--- src/hdl/mpct_pkg.sv ---
// ============================================================================
// mpct_pkg: shared types and constants for the mouse packet cursor tracker
// Holds coordinate widths, register indexes, header bit positions and the
// structs passed between the top level and the cursor update logic.
// ============================================================================
package mpct_pkg;

    // Coordinate and field widths
    localparam int COORD_BITS = 12;
    localparam int OUT_BITS   = 12;
    localparam int DIM_BITS   = 13;
    localparam int BYTE_BITS  = 8;
    localparam int MOVE_BITS  = BYTE_BITS;
    localparam int SUM_BITS   = COORD_BITS + 2;
    localparam int CMP_BITS   = (DIM_BITS > COORD_BITS) ? DIM_BITS : COORD_BITS;

    localparam logic [COORD_BITS-1:0] COORD_MAX   = {COORD_BITS{1'b1}};
    localparam logic [COORD_BITS-1:0] POS_X_RESET = COORD_BITS'(512);
    localparam logic [COORD_BITS-1:0] POS_Y_RESET = COORD_BITS'(384);

    // Configuration port
    localparam int REG_INDEX_BITS = 2;
    localparam logic [REG_INDEX_BITS-1:0] REG_SCREEN_WIDTH  = REG_INDEX_BITS'(0);
    localparam logic [REG_INDEX_BITS-1:0] REG_SCREEN_HEIGHT = REG_INDEX_BITS'(1);
    localparam logic [DIM_BITS-1:0] SCREEN_WIDTH_RESET  = DIM_BITS'(1024);
    localparam logic [DIM_BITS-1:0] SCREEN_HEIGHT_RESET = DIM_BITS'(768);

    // Header byte bit positions
    localparam int HDR_LEFT_BIT   = 0;
    localparam int HDR_VALID_BIT  = 3;
    localparam int HDR_X_SIGN_BIT = 4;
    localparam int HDR_Y_SIGN_BIT = 5;

    // Packet byte position, one-hot
    typedef enum logic [2:0] {
        ST_HEADER = 3'b001,
        ST_X_MOVE = 3'b010,
        ST_Y_MOVE = 3'b100
    } pkt_state_t;

    typedef struct packed {
        logic [DIM_BITS-1:0] width;
        logic [DIM_BITS-1:0] height;
    } screen_cfg_t;

    typedef struct packed {
        logic [COORD_BITS-1:0] x;
        logic [COORD_BITS-1:0] y;
    } cursor_pos_t;

endpackage

--- src/hdl/mpct_cursor_update.sv ---
// ============================================================================
// mpct_cursor_update: movement decode and clamped cursor arithmetic
// Forms 9-bit signed movements from a packet, halves them toward zero,
// applies them to the cursor and clamps both axes to the screen.
// ============================================================================
module mpct_cursor_update (
    input  logic [7:0]            header_byte,
    input  logic [7:0]            x_move_byte,
    input  logic [7:0]            y_move_byte,
    input  mpct_pkg::cursor_pos_t pos_cur,
    input  mpct_pkg::screen_cfg_t screen_cfg,
    output mpct_pkg::cursor_pos_t pos_new
);
    import mpct_pkg::*;

    // Halve a 9-bit signed movement, truncating toward zero
    function automatic logic signed [MOVE_BITS-1:0] half_move(
        input logic [BYTE_BITS-1:0] low_byte,
        input logic                 sign_bit
    );
        logic signed [BYTE_BITS:0] v;
        logic signed [BYTE_BITS:0] t;
        begin
            v = $signed({sign_bit, low_byte});
            t = v + $signed({{BYTE_BITS{1'b0}}, sign_bit});
            half_move = $signed(t[BYTE_BITS:1]);
        end
    endfunction

    // Clamp to [0, dim - 1], limit saturated at the coordinate range
    function automatic logic [COORD_BITS-1:0] clamp_coord(
        input logic signed [SUM_BITS-1:0] v,
        input logic [DIM_BITS-1:0]        dim
    );
        logic [CMP_BITS-1:0]   dim_m1;
        logic [COORD_BITS-1:0] limit;
        begin
            dim_m1 = CMP_BITS'(dim) - CMP_BITS'(1);
            if (dim == '0) begin
                limit = '0;
            end else if (dim_m1 > CMP_BITS'(COORD_MAX)) begin
                limit = COORD_MAX;
            end else begin
                limit = COORD_BITS'(dim_m1);
            end
            if (v[SUM_BITS-1]) begin
                clamp_coord = '0;
            end else if (v > $signed({2'b00, limit})) begin
                clamp_coord = limit;
            end else begin
                clamp_coord = v[COORD_BITS-1:0];
            end
        end
    endfunction

    logic signed [MOVE_BITS-1:0] dx;
    logic signed [MOVE_BITS-1:0] dy;
    logic signed [SUM_BITS-1:0]  x_sum;
    logic signed [SUM_BITS-1:0]  y_sum;

    // Decode movements
    assign dx = half_move(x_move_byte, header_byte[HDR_X_SIGN_BIT]);
    assign dy = half_move(y_move_byte, header_byte[HDR_Y_SIGN_BIT]);

    // Add X, subtract Y so that Y grows downward
    assign x_sum = $signed({2'b00, pos_cur.x}) + SUM_BITS'(dx);
    assign y_sum = $signed({2'b00, pos_cur.y}) - SUM_BITS'(dy);

    assign pos_new.x = clamp_coord(x_sum, screen_cfg.width);
    assign pos_new.y = clamp_coord(y_sum, screen_cfg.height);

endmodule

--- src/hdl/mouse_packet_cursor_tracker.sv ---
// ============================================================================
// mouse_packet_cursor_tracker: PS/2 mouse packet decoder and cursor tracker
// Groups auxiliary-port bytes into three-byte packets and emits the clamped
// cursor position and left-button state for each valid packet.
// ============================================================================
// A packet's third byte passes through the input register, then the result register, to m_valid.
// Throughput: one byte per cycle; one result per valid three-byte packet.
// The input register stalls only while a result waits and m_ready is low.
// Reset (aresetn low, synchronous): cursor to (512, 384), screen 1024 x 768,
// packet position to header, input and result registers empty.
module mouse_packet_cursor_tracker (
    input  logic                                   aclk,
    input  logic                                   aresetn,
    // Configuration write port
    input  logic                                   cfg_wr_en,
    input  logic [mpct_pkg::REG_INDEX_BITS-1:0]    cfg_index,
    input  logic [mpct_pkg::DIM_BITS-1:0]          cfg_data,
    // Byte input
    input  logic                                   s_valid,
    output logic                                   s_ready,
    input  logic [7:0]                             s_data_byte,
    // Result output
    output logic                                   m_valid,
    input  logic                                   m_ready,
    output logic [11:0]                            m_cursor_x,
    output logic [11:0]                            m_cursor_y,
    output logic                                   m_left_pressed
);
    import mpct_pkg::*;

    screen_cfg_t              screen_cfg_reg;
    logic                     in_valid_reg;
    logic [BYTE_BITS-1:0]     in_byte_reg;
    pkt_state_t               state_reg;
    pkt_state_t               state_next;
    logic [BYTE_BITS-1:0]     header_reg;
    logic [BYTE_BITS-1:0]     x_move_reg;
    cursor_pos_t              pos_reg;
    cursor_pos_t              pos_next;
    logic                     out_valid_reg;
    logic                     left_reg;
    logic                     out_free;
    logic                     advance;
    logic                     emit;

    // Configuration registers
    always_ff @(posedge aclk) begin
        if (!aresetn) begin
            screen_cfg_reg.width  <= SCREEN_WIDTH_RESET;
            screen_cfg_reg.height <= SCREEN_HEIGHT_RESET;
        end else if (cfg_wr_en) begin
            unique case (cfg_index)
                REG_SCREEN_WIDTH:  screen_cfg_reg.width  <= cfg_data;
                REG_SCREEN_HEIGHT: screen_cfg_reg.height <= cfg_data;
                default: ;
            endcase
        end
    end

    // Handshake: advance the input register whenever the result slot is free
    assign out_free = !out_valid_reg || m_ready;
    assign advance  = in_valid_reg && out_free;
    assign s_ready  = !in_valid_reg || advance;

    // Input register
    always_ff @(posedge aclk) begin
        if (!aresetn) begin
            in_valid_reg <= 1'b0;
        end else if (s_ready) begin
            in_valid_reg <= s_valid;
        end
    end

    always_ff @(posedge aclk) begin
        if (s_valid && s_ready) begin
            in_byte_reg <= s_data_byte;
        end
    end

    // Packet byte position; a stray code completes the packet
    always_comb begin
        state_next = state_reg;
        emit       = 1'b0;
        unique case (state_reg)
            ST_HEADER: state_next = ST_X_MOVE;
            ST_X_MOVE: state_next = ST_Y_MOVE;
            default: begin
                state_next = ST_HEADER;
                emit       = advance && header_reg[HDR_VALID_BIT];
            end
        endcase
    end

    always_ff @(posedge aclk) begin
        if (!aresetn) begin
            state_reg <= ST_HEADER;
        end else if (advance) begin
            state_reg <= state_next;
        end
    end

    // Capture header and X movement bytes
    always_ff @(posedge aclk) begin
        if (advance && state_reg == ST_HEADER) begin
            header_reg <= in_byte_reg;
        end
        if (advance && state_reg == ST_X_MOVE) begin
            x_move_reg <= in_byte_reg;
        end
    end

    mpct_cursor_update u_cursor_update (
        .header_byte (header_reg),
        .x_move_byte (x_move_reg),
        .y_move_byte (in_byte_reg),
        .pos_cur     (pos_reg),
        .screen_cfg  (screen_cfg_reg),
        .pos_new     (pos_next)
    );

    // Cursor and result registers; drop packets without the valid bit
    always_ff @(posedge aclk) begin
        if (!aresetn) begin
            pos_reg.x     <= POS_X_RESET;
            pos_reg.y     <= POS_Y_RESET;
            out_valid_reg <= 1'b0;
        end else if (emit) begin
            pos_reg       <= pos_next;
            out_valid_reg <= 1'b1;
        end else if (m_ready) begin
            out_valid_reg <= 1'b0;
        end
    end

    always_ff @(posedge aclk) begin
        if (emit) begin
            left_reg <= header_reg[HDR_LEFT_BIT];
        end
    end

    assign m_valid        = out_valid_reg;
    assign m_cursor_x     = OUT_BITS'(pos_reg.x);
    assign m_cursor_y     = OUT_BITS'(pos_reg.y);
    assign m_left_pressed = left_reg;

endmodule

--- config.mk ---
export PLATFORM = sky130hd
export DESIGN_NAME = mouse_packet_cursor_tracker
export DESIGN_NICKNAME = d
export VERILOG_FILES = /design/src/hdl/mpct_pkg.sv /design/src/hdl/mpct_cursor_update.sv /design/src/hdl/mouse_packet_cursor_tracker.sv
export SDC_FILE = /design/constraint.sdc
export NUM_CORES = 1
export LEC_CHECK = 0
export BUFFER_PORTS_ARGS = -buffer_cell sky130_fd_sc_hd__buf_2
export CORE_MARGIN = 3
export CORE_UTILIZATION = 42
export DETAILED_ROUTE_END_ITERATION = 8
export PLACE_DENSITY = 0.56
export SYNTH_ARGS = -nofsm -noshare
export SYNTH_HDL_FRONTEND = slang
export SYNTH_SLANG_ARGS = --single-unit
--- constraint.sdc ---
create_clock -name aclk -period 8.3 [get_ports aclk]
set_clock_uncertainty 0.15 [all_clocks]
set_input_delay 0 -clock aclk [delete_from_list [all_inputs] [get_ports aclk]]
set_output_delay 0 -clock aclk [all_outputs]
set_load 0.01 [all_outputs]
# --- Word-level counts from Yosys, hierarchy flattened ---
# Index checks and enable logic that the tools add are counted.
# Widths: inputs -> output; s select.
word_totals:
  register_bits: 78
  in_bits: 28
  out_inout_bits: 27
  wordCells: 52
classes:
  add_sub_neg: 6
  order_cmp: 4
  eq_ne: 3
  muxes: 12
  reduce_logical: 16
op_table:
  columns: ["op", "n"]
  rows:
  - ["$mux 12", 8]
  - ["$gt 14x13->1", 2]
  - ["$gt 13x12->1 const B", 2]
  - ["$logic_not 13->1", 2]
  - ["$sub 13x1->13 const B", 2]
  - ["$add 9x2->9", 2]
  - ["$add 13x8->14", 1]
  - ["$sub 13x8->14", 1]
  - ["$pmux 3 s2", 1]
  - ["$logic_and 1x1->1", 5]
  - ["$reduce_and 2->1", 2]
  - ["$eq 3x1->1 const B", 1]
  - ["$eq 3x2->1 const B", 1]
  - ["$mux 1", 3]
  - ["$eq 2x1->1 const B", 1]
  - ["$logic_not 1->1", 2]
  - ["$logic_not 2->1", 1]
  - ["$logic_or 1x1->1", 2]
  - ["$reduce_bool 2->1", 1]
  - ["$reduce_or 2->1", 1]

# --- Depth between registers and ports, before layout ---
# Gate-level depths: netlist of run 1.
logic_depth:
  ltp_word: 7
  mapped_depth: 23
  ltp_nobuf: 22

# --- Hierarchy ---
# Synthesis of run 1 repeated with hierarchy kept, for this count alone.
unflattened:
  cells_unflattened: 712
  hier_area_um2: 6043.3
by_module_without_submodules:
  columns: ["module", "instances", "cells_per_inst", "area_each_um2", "seq_area_each_um2"]
  rows:
  - ["mpct_cursor_update", 1, 443, 3103.0, 0.0]
  - ["mouse_packet_cursor_tracker", 1, 269, 2940.3, 1851.8]

# --- Worst setup path before layout of run 1 ---
# No wires, ideal clock.
synth_timing:
  path_type: "reg2reg"
  start: "reg header_reg[4]"
  end: "reg pos_reg (netlist bit m_cursor_x[1])"
  setup_time_ns: 0.085
  arrival_ns: 4.239
  t_required_ns: 8.065
  setup_slack_ns: 3.827
  stages_incl_launch_ff: 22
  n_path_buf: 0
  period_less_slack_ns: 4.473
  path_cell_list: "edfxtp_1 -> and2_1 -> ha_1 -> nand2_1 -> nor2_1 -> and3_1 -> xnor2_1 -> inv_1 -> ha_1 -> and2_1 -> o21ai_0 -> inv_1 -> nor3_1 -> xnor2_1 -> ha_1 -> o21a_1 -> a211oi_1 -> a211oi_1 -> nor4_2 -> or2_4 -> mux2_2 -> o31ai_2"
synth_via:
  elab_chain_len: 5
synth_rtl:
  columns: ["element", "line", "source"]
  rows:
  - ["start: declaration", "mouse_packet_cursor_tracker.sv:36", "logic [BYTE_BITS-1:0] header_reg;"]
  - ["start signal: assignment", "mouse_packet_cursor_tracker.sv:105", "header_reg <= in_byte_reg;"]
  - ["$add 9x2->9 *", "mpct_cursor_update.sv:25", "t = v + $signed({{BYTE_BITS{1'b0}}, sign_bit});"]
  - ["$add 13x8->14 *", "mpct_cursor_update.sv:66", "assign x_sum = $signed({2'b00, pos_cur.x}) + SUM_BITS'(dx);"]
  - ["$gt 14x13->1", "mpct_cursor_update.sv:48", "end else if (v > $signed({2'b00, limit})) begin"]
  - ["$mux 12", "mpct_cursor_update.sv:48", null]
  - ["$mux 12 *", "mpct_cursor_update.sv:46", "if (v[SUM_BITS-1]) begin"]
  - ["end signal: assignment", "mouse_packet_cursor_tracker.sv:128", "pos_reg <= pos_next;"]
  - ["end: declaration", "mouse_packet_cursor_tracker.sv:38", "cursor_pos_t pos_reg;"]
# Every way passes the cells marked *; elsewhere a longest branch is shown, timed or not.
# A chain may end at the register's enable or synchronous reset.

# --- Worst setup path in the final report of run 1 ---
# Same ends and word-level chain as after synthesis.

==> impl_results.md, run 1 <==
* Ant diodes at 0
* Aggregate global routing overflow at 0
* Filler Cell Count at 1225
* Number of core rows at between 40 and 50
* Cell Area, Synth at between 5000 and 6000 µm²
* Critical path class: register to register
* Routed vias/inst at around 5.3
* Critical path launch point type: register
* Status: finished, final reports clean
* Clk pin slew, worst setup/hold paths at roughly 0.060 ns
* CTS tree: built
* First-pass GRT wire length at roughly 23000 µm
* Layout cells sized above 1 at 0.1429
* Number of global-route vias before repair at approximately 4700
* Post-synthesis instance total at between 600 and 700
* Yosys Warn Count at 0
* Largest net degree at the start of global routing at 37
* Post-CTS sizing at 0
* Asr flop ratio synth at 0
* Max reg flops at 26
* CP startpoint: header_reg[4]$_DFFE_PP_
* Final GP Congestion at approximately 0.9
* Period utilization at 0.6830
* Synth Net Count at ~740
* Most frequent cells in the layout: nand2_1 (105), dfxtp_1 (55), ha_1 (54), buf_2 (54), nor2_1 (38)
* Peak supply drop at around 91 µV
* Placed cell count at between 800 and 900
* Min-delay worst type: input pin to register
* Number of max-cap violations at 0
* Most common cell after layout, fill and taps aside: nand2_1
* GRT Total Usage at 0.1918
* RSZ-0062 raised after global routing: no
* Detailed placement HPWL at between 10000 and 15000 µm
* Die H at approximately 120 µm
* WP data required at between 8 and 9 ns
* Distinct cells, synth at between 70 and 80
* First drt pass iteration count at 4
* # port buffers at 54
* Crit end category: register
* I/O pin total at 55
* Hold_sp: cfg_index[0]
* Fin nets at approximately 800
* CTS Buffer Depth at 2
* Area contributors post-synth: dfxtp_1 (20%), ha_1 (12%), edfxtp_1 (11%), nand2_1 (7.0%), xnor2_1 (4.7%)
* FF-to-FF Start: header_reg[4]$_DFFE_PP_
* Largest area contributor in the netlist: dfxtp_1
* GRT met2 Usage at 0.3249
* Pwr Density at ~170 nW/µm²
* Crit path max fanout at 12
* DRC errors left at 0
* Worst-Margin Slew at roughly 1.2 ns
* Number of standard cells in the final layout excluding fillers at about 910
* Setup Viol. Count Final at 0
* Slew Limit Fails at 0
* Core Area at around 13000 µm²
* Most used routing layer: met2
* Root Driver: clkbuf_16
* WL per Instance at around 15 µm
* Register Area at 1732 µm²
* Number of flops mapped to enable cells by yosys at 21
* CTS Buf Count at 9
* WP data arrival at between 5 and 6 ns
* Die area at between 10000 and 15000 µm²
* 1st-iter DRT viols at 219
* FMAX at roughly 0.18 GHz
* Clock sink total at between 70 and 80
* Hold buffer count at cts at 31
* Post-CTS Setup Repair Bufs at 0
* Hold Vio Cnt, Final at 0
* Met1 GRT Util at 0.2465
* Clk_lat worst skew at 0.34 ns
* Area growth syn-to-layout at 18.67%
* Final worst path period need at ~5.7 ns
* Antenna violations before repair at 0
* Vias at around 4900
* Syn Area/Cell at approximately 8.6 µm²
* Met3 Resource Use GR at 0.03435
* Slew HR at 0.2110
* Initial core utilization at 0.4382
* Seq/Total Area, Yosys at 0.3069
* H-tree lvl count at 3
* Leak at 0.002847 µW
* Total negative slack at 0 ns
* Total wire length at approximately 14000 µm
* Post-synth top flop: dfxtp_1
* Multi-input logic area at 3686 µm²
* Die X at 121.9 µm
* Post-synth top area share at 0.1951
* ANT nets after route at 0
* Synth Register Bits at 76
synthesized netlist by cell type (3+ instances only):
library cell,n
mux2i_1,11
and2_1,9
xor2_1,18
nand4_1,7
or3_1,6
nand2_1,105
dfxtp_1,55
inv_1,34
a21oi_1,33
o21a_1,12
o31a_1,3
ha_1,54
buf_6,3
o31ai_1,12
nand3_1,16
nor2b_1,8
o21ai_0,19
a21o_1,6
o21ai_1,10
o2111ai_1,3
buf_2,3
nor3_1,20
a211oi_1,5
or2_2,3
a21boi_0,27
a21oi_2,4
xnor2_1,30
o21bai_1,4
nand2b_1,6
and3_1,6
edfxtp_1,21
clkbuf_1,11
nor2_1,38
nand3b_1,3
power breakdown:
part | switching (µW) | internal [µW] | total (µW)
Sequential | 13.0 | 393 | 406
Clock | 163 | 296 | 459
Combinational | 146 | 116 | 262
Total | 322 | 804 | 1130
logic make-up (layout without fill, tap and decap cells):
kind of cell / after synthesis / in the layout / share of synthesized area
flip-flops: 76 / 76 / 0.3069
buffers and inverters: 53 / 136 / 0.03991
adder cells (fa/ha/maj): 56 / 56 / 0.1268
multiplexers: 13 / 13 / 0.02350
XOR/XNOR: 48 / 48 / 0.07450
AO/OA/AOI/OAI: 165 / 165 / 0.2109
AND/OR/NAND/NOR: 248 / 248 / 0.2175
critical path, cell delays in order, from the launching register on:
cell and delay (ns):
edfxtp_1 0.39, and2_1 0.20, ha_1 0.22, nand2_1 0.08
nor2_1 0.06, and3_1 0.19, xnor2_1 0.32, inv_1 0.24
ha_1 0.39, a21oi_1 0.19, a21boi_1 0.10, o41ai_2 0.31
xor2_1 0.26, ha_1 0.28, o21a_1 0.13, a211oi_1 0.31
a211oi_1 0.11, nor4_2 0.80, or2_4 0.34, mux2_2 0.36
o31ai_2 0.16
layout make-up:
cell class                 instances  share of cell area
timing repair buffer              86             0.08782
sequential                        76              0.2586
multi-input combinational        530              0.5504
inverter                          34             0.01906
clock inverter                     7             0.01831
tap                              172             0.03214
clock buffer                       9             0.03363
layer usage:
layer / wire, µm / part of all wire
met5: 0 / 0
met3: 329 / 0.024
met1: 6590 / 0.48
met2: 6528 / 0.48
met4: 289 / 0.021
stage by stage:
step                      power [µW]  setup WS [ns]    util  hold WS [ns]  area, µm²
after floorplan                607.2          3.827       -      -0.05113       5643
after global placement         658.0          2.853  0.4690       0.02749       6038
after detailed placement       663.3          2.674  0.4690       0.02813       6038
after CTS                       1136          2.658  0.5201        0.1474       6696
after global routing            1190          2.134  0.5201        0.2034       6696
final                           1126          2.631  0.5201        0.1532       6696
final timing paths:
| kind | to | slack, ns | cells past startpoint |
|---|---|---|---|
| worst min-delay path | screen_cfg_reg[17]$_SDFFE_PN0P_ | 0.15 | 4 |
| worst max-delay path | m_cursor_x[1]$_SDFFE_PN0P_ | 2.63 | 20 |
| worst min register to register | m_cursor_y[5]$_SDFFE_PN0P_ | 0.32 | 2 |
| worst max register to register | m_cursor_x[1]$_SDFFE_PN0P_ | 2.63 | 20 |
No activity file was read; power rests on OpenSTA's default activity.
==> inputs of run 2 (changes only) <==
--- a/config.mk
+++ b/config.mk
@@ -5,6 +5,7 @@
 export SDC_FILE = /design/constraint.sdc
 export NUM_CORES = 1
 export LEC_CHECK = 0
+export ABC_AREA = 1
 export BUFFER_PORTS_ARGS = -buffer_cell sky130_fd_sc_hd__buf_2
 export CORE_MARGIN = 3
 export CORE_UTILIZATION = 42
==> constraint.sdc (replaced) <==
create_clock -name aclk -period 5.4 [get_ports aclk]
set_clock_uncertainty 0.15 [all_clocks]
set_input_delay 0 -clock aclk [delete_from_list [all_inputs] [get_ports aclk]]
set_output_delay 0 -clock aclk [all_outputs]
set_load 0.01 [all_outputs]
==> impl_results.md, run 2 <==
* Status: finished, final reports clean
* Most frequent cell after synthesis: nand2_1
* Ant diodes at 0
* Post-synthesis instance total at around 840
* Post-synth top area share at 0.1854
* Met3 Resource Use GR at 0.03731
* Setup Viol. Count Final at 0
* Most used cell along the critical path: nand2_1
* Flop pwr share at 0.375
* Vias at approximately 5800
* Psw at around 540 µW
* # port buffers at 54
* Reg-to-reg setup timing slack at 0.72 ns
* Final worst path period need at between 4 and 5 ns
* Min-delay worst type: input pin to register
* Largest delay contributor family on the critical path: simple AND/OR/NAND/NOR gates
* CP peak stage delay at 0.46 ns
* Syn Area/Cell at ~7 µm²
* GRT met2 Usage at 0.3486
* FF-to-FF End: m_cursor_x[3]$_SDFFE_PN0P_
* Hold_sp: s_data_byte[3]
* Clk pin slew, worst setup/hold paths at roughly 0.06 ns
* Initial core utilization at 0.4381
* Number of core rows at 42
* Most frequent cells in the layout: nand2_1 (193), inv_1 (109), a21oi_1 (85)
* Critical path class: register to register
* Total power draw at ~1700 µW
* 1st-iter DRT viols at a little over 300
* Critical-path top delay cell: edfxtp_1
* Worst-Margin Slew at 1.143 ns
* Crit path buf inv count at 5
* Met1 GRT Util at 0.2419
* Most common cell after layout, fill and taps aside: nand2_1
* Crit path max fanout at 13
* Asr flop ratio synth at 0
* Period utilization at 0.8672
* Yosys Warn Count at 0
* Post-CTS Setup Repair Bufs at 0
* Hold Vio Cnt, Final at 0
* Number of flops mapped to enable cells by yosys at 21
* Final hold slack at about 0.21 ns
* Number of global-route vias before repair at approximately 5600
* Logic pwr share at 0.258
* Die area at between 15000 and 20000 µm²
* Hold buffer count at cts at 37
* H-tree lvl count at 3
* Pwr Density at about 240 nW/µm²
* Switching Fraction at 0.3233
* Number of max-cap violations at 0
* Total wire length at approximately 15000 µm
* Hold path cells at 2
* R2R depth at 26
* Peak supply drop at about 140 µV
* Post-CTS sizing at 0
* First-pass GRT wire length at approximately 26000 µm
* ANT nets after route at 0
* Routed vias/inst at 5.231
* Hold EP: in_byte_reg[3]$_DFFE_PP_
* Area growth syn-to-layout at 17.86%
* Leak at about 0.0033 µW
* Cell Int Power at roughly 1100 µW
* DRC errors left at 0
* Largest area contributor in the netlist: dfxtp_1
* GRT Total Usage at 0.1999
* Antenna violations before repair at 0
* Distinct cells, synth at 42
* Most used routing layer: met2
* Pre-CTS WS at roughly 0.74 ns
* I/O pin total at 55
* Clk_lat worst skew at about 0.35 ns
* Seq/Total Area, Yosys at 0.2916
* Post-route setup slack at 0.7169 ns
* Max reg flops at 26
* Slew Limit Fails at 0
* WL per Instance at about 14 µm
* Clock sink total at 76
* Layout cells sized above 1 at 0.1166
* CTS Buf Count at 9
* FF-to-FF Start: header_reg[4]$_DFFE_PP_
* First drt pass iteration count at 5
* WP data arrival at 4.74 ns
* Post-synth top flop: dfxtp_1
* RSZ-0062 raised after global routing: no
* Fin nets at between 1000 and 1500
* Largest net degree at the start of global routing at 29
* Aggregate global routing overflow at 0
* Area contributors post-synth: dfxtp_1 (19%), nand2_1 (12%), ha_1 (11%), edfxtp_1 (11%), a21oi_1 (7.2%)
* Die H at approximately 120 µm
* WP data required at between 5 and 6 ns
* Slew HR at 0.2318
* Final GP Congestion at around 0.93
* CTS Buffer Depth at 2
* Synth Net Count at around 920
* Crit end category: register
* Root Driver: clkbuf_16
* Total negative slack at 0 ns
* Synth top cells by count: nand2_1 (193), inv_1 (109), a21oi_1 (85)
* Synth Register Bits at 76
* Die X at ~120 µm
* Clk pwr share at 0.366
* Core Area at 13560 µm²
* Critical path launch point type: register
* Detailed placement HPWL at 11640 µm
* FMAX at 0.2135 GHz
* CTS tree: built
* Cell Area, Synth at 5939 µm²
run 2: metrics by stage:
stage,util,instances,cell area (µm²)
after global placement,0.4674,1049,6337
after global routing,0.5163,1102,7000
after CTS,0.5163,1102,7000
after floorplan,-,838,5939
final,0.5163,1102,7000
after detailed placement,0.4674,1049,6337
run 2: cells by family after synthesis:
group | Yosys count | synth area share
AOI/OAI and AO/OA | 153 | 0.1376
DFF | 76 | 0.2916
and+or+nand+nor | 364 | 0.2791
xor gates and xnor gates | 50 | 0.07816
adders and majority gates | 57 | 0.1222
buffers and inverters | 138 | 0.09143
run 2: power groups by stage:
| stage | Combinational [µW] | Clock, µW | Sequential [µW] |
|---|---|---|---|
| after CTS | 432 | 624 | 626 |
| after detailed placement | 409 | 0 | 639 |
| after floorplan | 320 | 0 | 635 |
| after global routing | 500 | 649 | 629 |
| after global placement | 402 | 0 | 638 |
| final | 432 | 612 | 626 |
run 2: area by class of cell:
type / instances / area [µm²]
sequential: 76 / 1732
inverter: 118 / 442.9
tap: 176 / 220.2
fill: 1356 / 6558
timing repair buffer: 92 / 648.1
clock inverter: 6 / 63.81
clock buffer: 10 / 229.0
multi-input combinational: 624 / 3665
run 2: routing by layer:
metal	share of wire	up-vias
li1	-	2941
met1	0.44	2655
met3	0.037	36
met5	0	-
met4	0.031	0
met2	0.49	133
run 2: worst max-delay path by stage:
stage / from / end / depth (start not counted)
2_1_floorplan: header_reg[4]$_DFFE_PP_ / m_cursor_x[0]$_SDFFE_PN0P_ / 27
3_3_place_gp: header_reg[4]$_DFFE_PP_ / m_cursor_x[3]$_SDFFE_PN0P_ / 26
3_5_place_dp: header_reg[4]$_DFFE_PP_ / m_cursor_x[3]$_SDFFE_PN0P_ / 26
4_1_cts: header_reg[4]$_DFFE_PP_ / m_cursor_x[3]$_SDFFE_PN0P_ / 26
5_1_grt: header_reg[4]$_DFFE_PP_ / m_cursor_x[3]$_SDFFE_PN0P_ / 26
6_report: header_reg[4]$_DFFE_PP_ / m_cursor_x[3]$_SDFFE_PN0P_ / 26
